===== config.mk =====
export PLATFORM = sky130hd
export DESIGN_NAME = positional_list_engine_core
export DESIGN_NICKNAME = d
export VERILOG_FILES = /design/src/sv/ple_pkg.sv /design/src/sv/ple_cell.sv /design/src/sv/positional_list_engine_core.sv
export SDC_FILE = /design/constraint.sdc
export NUM_CORES = 1
export LEC_CHECK = 0
export BUFFER_PORTS_ARGS = -buffer_cell sky130_fd_sc_hd__buf_2
export CORE_MARGIN = 5
export CORE_UTILIZATION = 35
export DETAILED_ROUTE_END_ITERATION = 7
export REMOVE_ABC_BUFFERS = 1
export SYNTH_ARGS = -nofsm -noshare
export SYNTH_HDL_FRONTEND = slang
export SYNTH_HIERARCHICAL = 1
export SYNTH_SLANG_ARGS = --single-unit
export TNS_END_PERCENT = 20

===== constraint.sdc =====
create_clock -name clk -period 13.5 [get_ports clk]
set_clock_uncertainty 0.05 [all_clocks]
set_input_delay 0.675 -clock clk [delete_from_list [all_inputs] [get_ports clk]]
set_output_delay 0.675 -clock clk [all_outputs]
set_load 0.1 [all_outputs]

===== src/sv/ple_pkg.sv =====
`timescale 1ns / 1ps
`default_nettype none

package ple_pkg;

    // list depth and derived widths
    localparam int CAPACITY = 16;
    localparam int CNT_W    = $clog2(CAPACITY + 1);
    localparam int POS_W    = 5;
    localparam int CMP_W    = (CNT_W > POS_W) ? CNT_W : POS_W;
    localparam int DATA_W   = 32;

    // command codes
    localparam logic [2:0] CMD_APPEND  = 3'd0;
    localparam logic [2:0] CMD_INSERT  = 3'd1;
    localparam logic [2:0] CMD_REPLACE = 3'd2;
    localparam logic [2:0] CMD_READ    = 3'd3;
    localparam logic [2:0] CMD_DELETE  = 3'd4;

    // status codes
    localparam logic [1:0] ST_OK      = 2'd0;
    localparam logic [1:0] ST_BAD_POS = 2'd1;
    localparam logic [1:0] ST_FULL    = 2'd2;

    // cell operation kinds broadcast along the chain
    localparam logic [1:0] KIND_NONE   = 2'd0;
    localparam logic [1:0] KIND_WRITE  = 2'd1;
    localparam logic [1:0] KIND_INSERT = 2'd2;
    localparam logic [1:0] KIND_DELETE = 2'd3;

    typedef struct packed {
        logic [2:0]               command;
        logic [POS_W-1:0]         position;
        logic signed [DATA_W-1:0] value;
    } ple_req_t;

    typedef struct packed {
        logic [1:0]               status;
        logic signed [DATA_W-1:0] read_value;
        logic [4:0]               entry_count;
    } ple_rsp_t;

    // control broadcast to every cell
    typedef struct packed {
        logic [1:0]        kind;
        logic [CMP_W-1:0]  pos;
        logic [DATA_W-1:0] value;
    } ple_ctl_t;

endpackage

`default_nettype wire


===== src/sv/ple_cell.sv =====
`timescale 1ns / 1ps
`default_nettype none

module ple_cell (
    input  wire logic                        clk,
    input  wire logic [ple_pkg::CMP_W-1:0]   index,
    input  wire ple_pkg::ple_ctl_t           ctl,
    input  wire logic [ple_pkg::DATA_W-1:0]  lower_data,
    input  wire logic [ple_pkg::DATA_W-1:0]  upper_data,
    output logic [ple_pkg::DATA_W-1:0]       data
);
    import ple_pkg::*;

    logic [DATA_W-1:0] data_reg;
    logic [DATA_W-1:0] data_next;
    logic              at_pos;
    logic              above_pos;

    assign at_pos    = (index == ctl.pos);
    assign above_pos = (index > ctl.pos);

    // pick own entry, new word or a neighbor's entry
    always_comb
    begin
        data_next = data_reg;
        unique case (ctl.kind)
            KIND_NONE:
            begin
                data_next = data_reg;
            end
            KIND_WRITE:
            begin
                if (at_pos)
                begin
                    data_next = ctl.value;
                end
            end
            KIND_INSERT:
            begin
                if (at_pos)
                begin
                    data_next = ctl.value;
                end
                else if (above_pos)
                begin
                    data_next = lower_data;
                end
            end
            KIND_DELETE:
            begin
                if (at_pos || above_pos)
                begin
                    data_next = upper_data;
                end
            end
        endcase
    end

    // entry storage, no reset needed
    always_ff @(posedge clk)
    begin
        data_reg <= data_next;
    end

    assign data = data_reg;

endmodule

`default_nettype wire


===== src/sv/positional_list_engine_core.sv =====
`timescale 1ns / 1ps
`default_nettype none

// Positional list engine: an ordered list of up to CAPACITY 32-bit words.
// Command channel: present a request (command, position, value) with start
// high; it is taken at any rising edge where start is high and busy is low.
// busy never rises, so a new command may be issued every cycle.
// Result channel: in the cycle after a command is taken, done pulses for one
// cycle with status, read_value and entry_count on result. The receiver
// cannot stall; it must capture the result in that cycle.
// Throughput is one command per cycle: each entry lives in a cell of a
// chain, and insert or delete moves every later entry to its neighbor cell
// in the same cycle; a read picks one cell by position.
// Status: ok, position out of range, or list full (position checked first).
// Unknown commands change nothing and report ok.
// Reset clears the entry count and the result strobe; entry contents are
// left as they are and only read once written.
module positional_list_engine_core (
    input  wire logic              clk,
    input  wire logic              rst_n,
    input  wire logic              start,
    output logic                   busy,
    input  wire ple_pkg::ple_req_t request,
    output logic                   done,
    output ple_pkg::ple_rsp_t      result
);
    import ple_pkg::*;

    logic [CNT_W-1:0]  count_reg;
    logic [CNT_W-1:0]  count_next;
    logic              done_reg;
    ple_rsp_t          result_reg;
    ple_rsp_t          result_next;
    ple_ctl_t          ctl;
    logic [DATA_W-1:0] cell_data [CAPACITY];
    logic [DATA_W-1:0] read_word;
    logic              accept;
    logic [CMP_W-1:0]  pos_ext;
    logic [CMP_W-1:0]  cnt_ext;
    logic              full;
    logic              pos_in_list;
    logic              pos_le_count;

    // one command per cycle
    assign busy   = 1'b0;
    assign accept = start && !busy;

    assign pos_ext      = CMP_W'(request.position);
    assign cnt_ext      = CMP_W'(count_reg);
    assign full         = (count_reg == CNT_W'(CAPACITY));
    assign pos_in_list  = (pos_ext < cnt_ext);
    assign pos_le_count = (pos_ext <= cnt_ext);

    // read mux over the cells
    always_comb
    begin
        read_word = '0;
        for (int i = 0; i < CAPACITY; i++)
        begin
            if (pos_ext == CMP_W'(i))
            begin
                read_word = cell_data[i];
            end
        end
    end

    // command decode: status, count update and cell control
    always_comb
    begin
        ctl.kind               = KIND_NONE;
        ctl.pos                = pos_ext;
        ctl.value              = request.value;
        count_next             = count_reg;
        result_next.status     = ST_OK;
        result_next.read_value = '0;
        unique case (request.command)
            CMD_APPEND:
            begin
                if (full)
                begin
                    result_next.status = ST_FULL;
                end
                else
                begin
                    ctl.kind   = KIND_WRITE;
                    ctl.pos    = cnt_ext;
                    count_next = count_reg + CNT_W'(1);
                end
            end
            CMD_INSERT:
            begin
                if (!pos_le_count)
                begin
                    result_next.status = ST_BAD_POS;
                end
                else if (full)
                begin
                    result_next.status = ST_FULL;
                end
                else
                begin
                    ctl.kind   = KIND_INSERT;
                    count_next = count_reg + CNT_W'(1);
                end
            end
            CMD_REPLACE:
            begin
                if (!pos_in_list)
                begin
                    result_next.status = ST_BAD_POS;
                end
                else
                begin
                    ctl.kind = KIND_WRITE;
                end
            end
            CMD_READ:
            begin
                if (!pos_in_list)
                begin
                    result_next.status = ST_BAD_POS;
                end
                else
                begin
                    result_next.read_value = read_word;
                end
            end
            CMD_DELETE:
            begin
                if (!pos_in_list)
                begin
                    result_next.status = ST_BAD_POS;
                end
                else
                begin
                    ctl.kind   = KIND_DELETE;
                    count_next = count_reg - CNT_W'(1);
                end
            end
            default:
            begin
                ctl.kind = KIND_NONE;
            end
        endcase
        if (!accept)
        begin
            ctl.kind   = KIND_NONE;
            count_next = count_reg;
        end
        result_next.entry_count = 5'(count_next);
    end

    // chain of cells, each handing its entry to both neighbors
    for (genvar g = 0; g < CAPACITY; g++)
    begin : g_cell
        logic [DATA_W-1:0] lower;
        logic [DATA_W-1:0] upper;

        if (g == 0)
        begin : g_first
            assign lower = '0;
        end
        else
        begin : g_mid_lo
            assign lower = cell_data[g-1];
        end

        if (g == CAPACITY - 1)
        begin : g_last
            assign upper = '0;
        end
        else
        begin : g_mid_hi
            assign upper = cell_data[g+1];
        end

        ple_cell u_cell (
            .clk        (clk),
            .index      (CMP_W'(g)),
            .ctl        (ctl),
            .lower_data (lower),
            .upper_data (upper),
            .data       (cell_data[g])
        );
    end

    // count and result strobe
    always_ff @(posedge clk or negedge rst_n)
    begin
        if (!rst_n)
        begin
            count_reg <= '0;
            done_reg  <= 1'b0;
        end
        else
        begin
            count_reg <= count_next;
            done_reg  <= accept;
        end
    end

    // result payload
    always_ff @(posedge clk)
    begin
        if (accept)
        begin
            result_reg <= result_next;
        end
    end

    assign done   = done_reg;
    assign result = result_reg;

endmodule

`default_nettype wire


# ---- After elaboration in Yosys (flattened, before gate mapping)
# Index checks and enable logic that the tools add are counted.
dict set report totals {
  mem_bits_rw 0
  word_cells 279
  register_bits 557
  output_inout_bits 41
  mem_bits_ro 0
  mem_count 0
  inputBits 43
  latch_bits 0
}
dict set report op_classes {
  order_cmp 18
  n_div 0
  mul 0
  eq_ne 86
  shift 0
  bitwise 1
  reduce_logical 38
  add_sub_neg 2
  muxes 113
}
# cell count
set op_table {}
lappend op_table {{$mux W32} 80}
lappend op_table {{$pmux W32 S3} 16}
lappend op_table {{$ne A2 B1 Y1 const B} 32}
lappend op_table {{$reduce_and A4 Y1} 16}
lappend op_table {{$ne A3 B1 Y1 const B} 16}
lappend op_table {{$eq A4 B5 Y1 const A} 8}
lappend op_table {{$eq A5 B4 Y1 const B} 8}
lappend op_table {{$gt A4 B5 Y1 const A} 8}
lappend op_table {{$mux W5} 5}
lappend op_table {{$eq A3 B5 Y1 const A} 4}
lappend op_table {{$eq A5 B3 Y1 const B} 4}
lappend op_table {{$gt A3 B5 Y1 const A} 4}
lappend op_table {{$logic_or A1 B1 Y1} 16}
lappend op_table {{$pmux W5 S3} 1}
lappend op_table {{$mux W2} 6}
lappend op_table {{$eq A2 B5 Y1 const A} 2}
lappend op_table {{$eq A5 B2 Y1 const B} 2}
lappend op_table {{$gt A1 B5 Y1 const A} 2}
lappend op_table {{$gt A2 B5 Y1 const A} 2}
lappend op_table {{$logic_not A5 Y1} 2}
lappend op_table {{$pmux W2 S4} 1}
lappend op_table {{$eq A3 B2 Y1 const B} 2}
lappend op_table {{$mux W6} 1}
lappend op_table {{$pmux W2 S3} 1}
lappend op_table {{17 further kinds} 19}

# ---- Logic depth before layout (Yosys ltp)
# Gate-level depths: netlist (run 1).
dict set report depth {
  ltp_word 17
  depth_mapped 14
  ltp_nobuf 11
}

# ---- Modules after synthesis
# The synthesis (run 1) kept the hierarchy.
# module area_each_um2 n_inst cells_per_inst seq_area_each_um2
set modules_own_cells {}
lappend modules_own_cells {{ple_cell (g_cell[1].u_cell ...)} 2045.7 9 196 960.9}
lappend modules_own_cells {{ple_cell (g_cell[0].u_cell ...)} 2078.2 7 196 960.9}
lappend modules_own_cells {positional_list_engine_core 7372.1 1 944 1321.3}

# ---- Least setup slack after synthesis (run 1)
# Ideal clock, no wire load.
dict set report synth_path {
  path_type {input to register}
  start {input request[32] (netlist bit)}
  end {register g_cell[10].u_cell.data_reg[0] (enable)}
  n_path_buf 3
  arrival_ps 10106
  path_slack_ps 2903
  stages 12
  setup_ps 441
  t_required_ps 13009
  cell_sequence {buf_4 -> inv_1 -> buf_2 -> buf_1 -> ha_1 -> nor2b_1 -> o21ai_1 -> and2_0 -> a22oi_1 -> nor3b_1 -> a31oi_1 -> a31oi_1}
}
# item line
set synth_rtl {}
lappend synth_rtl {{start: declaration} positional_list_engine_core.sv:23} ;# input wire ple_pkg::ple_req_t request,
lappend synth_rtl {{end signal: assignment} ple_cell.sv:62} ;# data_reg <= data_next;
lappend synth_rtl {{end: declaration} ple_cell.sv:14} ;# logic [DATA_W-1:0] data_reg;

==> summary.txt, run 1 <==
status -> complete, no violations
Final Non-Filler Cells -> 5,724
most common cell after layout, fill and taps aside -> nor2_1
TritonCTS clock tree -> yes
commonest cells after routing, fill and taps aside -> 1,109 x nor2_1, 610 x inv_1, 551 x edfxtp_1
sequential share of the synthesized area -> 41.4%
clock sinks -> 557
reg-to-reg setup timing slack -> 8480 ps
placed insts -> 5,606
global-route usage over all layers -> 20.6%
Util after Layout -> 38.6%
Post-synth EDFFs -> 551
Netlist Area Pre-Place -> 40,300 um^2
P_leak -> 17.1 nW
core area -> 114,000 um^2
number of flip-flops in the largest register -> 512
layout cells sized above 1 -> 20.8%
DP HPWL -> 93.4 mm
I/O Pins -> 84
number of port buffers -> 82
GR Overflow Total -> 0
Site Rows -> 124
post-synthesis cell type count -> 84
Slew HR -> 17.7%
Starting Density -> 35.3%
Tcrit/Tclk final -> 37.5%
R2R depth -> 11
synth warn -> 6
r2r startpoint -> cnt_ext[0]
CTS Buf Count -> 60
design area -> 44,200 um^2
Fill cells -> 11,168
GPL Wtd Cong -> 0.853
area leader, netlist -> edfxtp_1
die width -> 349 um
Worst-Margin Slew -> 1230 ps
synthesized area per cell -> 9.89 um^2
DR pass1 iterations -> 6
CP cell instances -> buf_6, clkinv_1, buf_4, ha_1, nor2b_1, o21ai_1, and2_0, a22oi_1, nor3b_2, buf_4, nand2_1, nor2_1, a221oi_2
worst path bufs/invs -> 4
Reg clk slew, reported paths -> 70 ps
FF-to-FF End -> g_cell[3].u_cell/data[16]
top cells by area, synth -> edfxtp_1 41%, a221oi_2 18%, nor2_1 10%
Max Fclk -> 197 MHz
post-cts gate resize count -> 0
largest net degree at the start of global routing -> 87
setup slack after layout -> 8440 ps
vias -> 32,131
CP dominant cell by count -> buf_4
htree depth -> 2
Clk Latency, worst-skew pair -> 680 ps
initial antenna violation count -> 9
cells after synthesis -> 4,080
worst hold path class -> in2async
wire length per cell -> 22.8 um
ANT nets after route -> 0
Startpoint Class -> primary input
worst-path fanout max -> 64
power per cell area -> 112 nW/um^2
CP arrival -> 5360 ps
maxcap violations -> 0
vias in the first global route -> 31,166
Hold Violations, Final -> 0
Clock Root Buffer -> clkbuf_16
Async SR Flop Fraction -> 1.08%
setup_tns -> 0 ps
first-pass GRT wire length -> 199 mm
Routed WL -> 130 mm
# setup viols final -> 0
Main synth FF type -> edfxtp_1
layout overhead on the synthesized area -> 9.49%
Max VDD drop -> 102 uV
# Post-CTS Setup Buffers -> 0
deepest clock path buffer count -> 3
DR vias/cell -> 5.61
Yosys reg bits -> 557
CP Data Required Time -> 13,800 ps
chip height -> 349 um
crit end category -> flip-flop
DRC viols -> 0
pre-CTS setup slack -> 7850 ps
Synth top area share -> 41.0%
die area -> 122,000 um^2
Slowest cell on crit path -> nand2_1
RSZ-0062 raised after global routing -> false
DRT iter0 DRCs -> 3,693
final net count -> 4,287
Crit Path Class -> in2reg
critical path's largest stage delay -> 980 ps
Period minus WS final -> 5060 ps
Pins Over Slew Limit -> 0
DP Area -> 42,100 um^2
critical path's top delay family -> simple AND/OR/NAND/NOR gates
==> where the power goes <==
part	switching, mW	leakage [nW]	internal (mW)	total (mW)
clock	0.771	0.973	0.976	1.75
combinational	0.735	11.0	0.387	1.12
sequential	0.0583	5.08	2.02	2.08
total	1.56	17.1	3.38	4.94
==> per-stage QoR <==
step                total power, mW  hold slack [ps]
CTS                            4.96              299
finish                         4.94              334
floorplan                      2.89              329
detailed placement             3.22              461
global placement               3.19              459
global route                   5.12              344
==> how the worst max path moves through the flow <==
stage / cells after the start / start / end
after floorplan: 10 / request[32] / g_cell[0].u_cell/data[30]
after global placement: 13 / request[32] / g_cell[6].u_cell/data[21]
after detailed placement: 13 / request[32] / g_cell[6].u_cell/data[17]
after CTS: 11 / cnt_ext[0] / g_cell[3].u_cell/data[16]
after global routing: 11 / cnt_ext[1] / g_cell[3].u_cell/data[16]
final: 13 / request[32] / g_cell[3].u_cell/data[27]
==> final cells by class <==
type / count / area [um^2] / area share, %
antenna: 5 / 12.5 / 0.0283
clock buffer: 70 / 1540 / 3.49
clock inverter: 42 / 479 / 1.09
inverter: 613 / 2300 / 5.21
multi-input combinational: 2756 / 20100 / 45.6
sequential: 557 / 16700 / 37.8
tap: 1512 / 1890 / 4.28
timing repair buffer: 169 / 1090 / 2.47
==> synthesized netlist by cell type (7+ instances only) <==
cell          n
nor2_1     1110
inv_1       611
edfxtp_1    551
a221oi_2    471
a21oi_1     108
buf_2        98
ha_1         87
o21ai_0      84
nand2_1      80
a221oi_1     78
buf_6        72
mux2i_1      71
buf_4        60
clkbuf_1     60
nand3_1      54
a31oi_1      50
nand2b_1     38
mux2_2       31
o22ai_1      30
nor3_1       25
o221ai_1     21
a211oi_1     20
a211o_1      17
o31ai_4      16
mux4_2       15
a22oi_1      13
a22o_1       10
and4_1       10
o21a_1       10
nand2_2       9
and3_1        8
nor2b_1       8
or3_1         8
a21o_1        7
a2bb2oi_1     7
and4_4        7
nand2_4       7
nand2b_2      7
nand3_2       7
o2bb2ai_1     7
o32ai_1       7
==> cells by family (layout without fill, tap and decap cells) <==
family	after synthesis	count (layout)	share of synthesized area [%]
compound gates	989	989	26.9
xor+xnor	2	2	0.0434
fa+ha+maj	87	87	2.70
buf+inv	910	894	10.7
flops	557	557	41.4
mux	117	117	3.47
other cells	2	150	0.0186
simple gates	1416	1416	14.8
==> per-layer routing <==
metal,global-route usage [%],vias to the layer above,wire length (um)
li1,-,14860,-
met1,29.3,15643,57000
met2,33.4,1440,59600
met3,2.60,188,10600
met4,5.29,0,3220
met5,0,-,0
==> what timing repair did <==
action,4_1_cts,5_1_grt
hold buffers,1,0
setup endpoints to repair,0,0
endpoints found under the hold margin,6,0
Note: power is estimated with default switching activity, not from simulation.
==> run 2, diff against run 1 <==
==> constraint.sdc (replaced) <==
create_clock -name clk -period 5.28 [get_ports clk]
set_clock_uncertainty 0.05 [all_clocks]
set_input_delay 0.264 -clock clk [delete_from_list [all_inputs] [get_ports clk]]
set_output_delay 0.264 -clock clk [all_outputs]
set_load 0.1 [all_outputs]
==> summary.txt, run 2 (synthesized netlist as in run 1, its figures left out) <==
status -> complete, no violations
CP cell instances -> inv_1, ha_1, nor3b_1, nand2_1, nand2_1, a22o_1, buf_4, inv_1, ha_1, and4_4, nand2_4, a31oi_4, buf_4
pre-CTS setup slack -> 1070 ps (-6780 ps)
die width -> 349 um (unchanged)
core area -> 114,000 um^2 (unchanged)
vias -> 31,782 (-1.1%)
DR pass1 iterations -> 7 (+1)
CP Data Required Time -> 5510 ps (-8290 ps)
Worst-Margin Slew -> 1150 ps (-86.2 ps)
critical path's top delay family -> simple AND/OR/NAND/NOR gates
Slowest cell on crit path -> dfrtp_1
Period minus WS final -> 4230 ps
CP arrival -> 4460 ps (-900 ps)
die area -> 122,000 um^2 (unchanged)
reg-to-reg setup timing slack -> 1050 ps (-7430 ps)
first-pass GRT wire length -> 193 mm (-2.8%)
ANT nets after route -> 0 (unchanged)
FF-to-FF End -> g_cell[14].u_cell/data[4]
Pins Over Slew Limit -> 0 (unchanged)
number of port buffers -> 82 (unchanged)
Clk Latency, worst-skew pair -> 640 ps (-40 ps)
DP HPWL -> 94.2 mm (+0.85%)
largest net degree at the start of global routing -> 120 (+38%)
RSZ-0062 raised after global routing -> false
Hold Violations, Final -> 0 (unchanged)
# setup viols final -> 0 (unchanged)
layout cells sized above 1 -> 21.0% (+0.24 points)
maxcap violations -> 0 (unchanged)
Startpoint Class -> flip-flop
DP Area -> 42,400 um^2 (+0.65%)
P_leak -> 17.3 nW (+0.99%)
Site Rows -> 124 (unchanged)
chip height -> 349 um (unchanged)
commonest cells after routing, fill and taps aside -> 1,109 x nor2_1, 610 x inv_1, 551 x edfxtp_1
design area -> 44,400 um^2 (+0.65%)
setup_tns -> 0 ps (unchanged)
CTS Buf Count -> 66 (+10%)
global-route usage over all layers -> 20.0% (-0.67 points)
Max VDD drop -> 225 uV (+120%)
Slew HR -> 23.5% (+5.8 points)
worst hold path class -> in2reg
placed insts -> 5,635 (+0.52%)
Max Fclk -> 236 MHz
setup slack after layout -> 1050 ps (-7390 ps)
I/O Pins -> 84 (unchanged)
DRT iter0 DRCs -> 2,981 (-19%)
Routed WL -> 126 mm (-3.7%)
Final Non-Filler Cells -> 5,761 (+0.65%)
GPL Wtd Cong -> 0.869 (+1.8%)
DR vias/cell -> 5.52 (-1.7%)
# Post-CTS Setup Buffers -> 0 (unchanged)
Clock Root Buffer -> clkbuf_16
power per cell area -> 284 nW/um^2 (+150%)
crit path from -> cnt_ext[0]
Starting Density -> 35.3% (unchanged)
Levels on crit path -> 13 (unchanged)
Util after Layout -> 38.9% (+0.25 points)
worst-path fanout max -> 33 (-48%)
final net count -> 4,323 (+0.84%)
Tcrit/Tclk final -> 80.1%
R2R depth -> 13 (+2)
hold slack -> 72.2 ps (-261 ps)
Crit Path Class -> reg2reg
GR Overflow Total -> 0 (unchanged)
initial antenna violation count -> 8 (-1)
Reg clk slew, reported paths -> 60 ps (about the same)
crit end category -> flip-flop
htree depth -> 3 (+1)
number of flip-flops in the largest register -> 512 (unchanged)
deepest clock path buffer count -> 3 (unchanged)
most common cell after layout, fill and taps aside -> nor2_1
critical path's largest stage delay -> 440 ps (-540 ps)
DRC viols -> 0 (unchanged)
layout overhead on the synthesized area -> 10.2%
min-delay src -> request[38]
wire length per cell -> 21.8 um (-4.4%)
r2r startpoint -> cnt_ext[0]
clock sinks -> 557 (unchanged)
vias in the first global route -> 31,300 (+0.43%)
TritonCTS clock tree -> yes
Tot Pwr -> 12.6 mW (+160%)
worst path bufs/invs -> 4 (unchanged)
worst setup path end -> g_cell[14].u_cell/data[4]
Fill cells -> 11,152 (-0.14%)
## run 2: cell count changes in the layout (fill, tap and decap cells not counted), moves of 2 or more
cell,change
clkinvlp_4,-5
buf_4,+24
clkinv_8,+2
buf_12,+5
clkinv_4,-5
bufinv_16,-5
clkbuf_16,+7
clkbuf_1,+9
inv_6,+3
clkinv_2,-5
clkinv_1,+7
## run 2: metal layers
| metal | global-route usage [%] | up-vias | part of all wire [%] |
|---|---|---|---|
| met3 | 2.54 | 199 | 7.6 |
| met5 | 0 | - | 0 |
| met4 | 5.64 | 0 | 2.4 |
| met2 | 32.4 | 1313 | 46 |
| met1 | 28.0 | 15339 | 44 |
| li1 | - | 14931 | - |
## run 2: cell type report
| type | count | area [um^2] | share of cell area, % |
|---|---|---|---|
| antenna | 5 | 12.5 | 0.0282 |
| clock buffer | 87 | 1760 | 3.96 |
| clock inverter | 32 | 258 | 0.580 |
| inverter | 613 | 2300 | 5.18 |
| multi-input combinational | 2756 | 20100 | 45.3 |
| sequential | 557 | 16700 | 37.6 |
| tap | 1512 | 1890 | 4.26 |
| timing repair buffer | 199 | 1380 | 3.11 |
## run 2: how the worst min path moves through the flow
stage	slack, ps	depth (start not counted)	endpoint
floorplan	-80	0	cnt_ext[0]
CTS	30	4	cnt_ext[2]
finish	70	4	cnt_ext[2]
detailed placement	50	1	done
global route	100	4	cnt_ext[2]
global placement	50	1	cnt_ext[3]
## run 2: worst reg2reg max path, delay by kind of cell, from the launching register on
kind / cells / cell delay [ps]
flops: 1 / 440
fa+ha+maj: 2 / 530
buf+inv: 4 / 820
compound gates: 2 / 680
simple gates: 5 / 1350
## run 2: where the power goes
part           leakage [nW]  switching (mW)  internal (mW)
Combinational          11.2            1.85           1.01
Clock                 0.983            1.96           2.51
Sequential             5.08           0.153           5.16
Total                  17.3            3.97           8.67
## run 2: what timing repair did
item	in CTS	in global routing
hold buffers	2	0
hold endpoints to repair	6	0
resized for setup	0	0
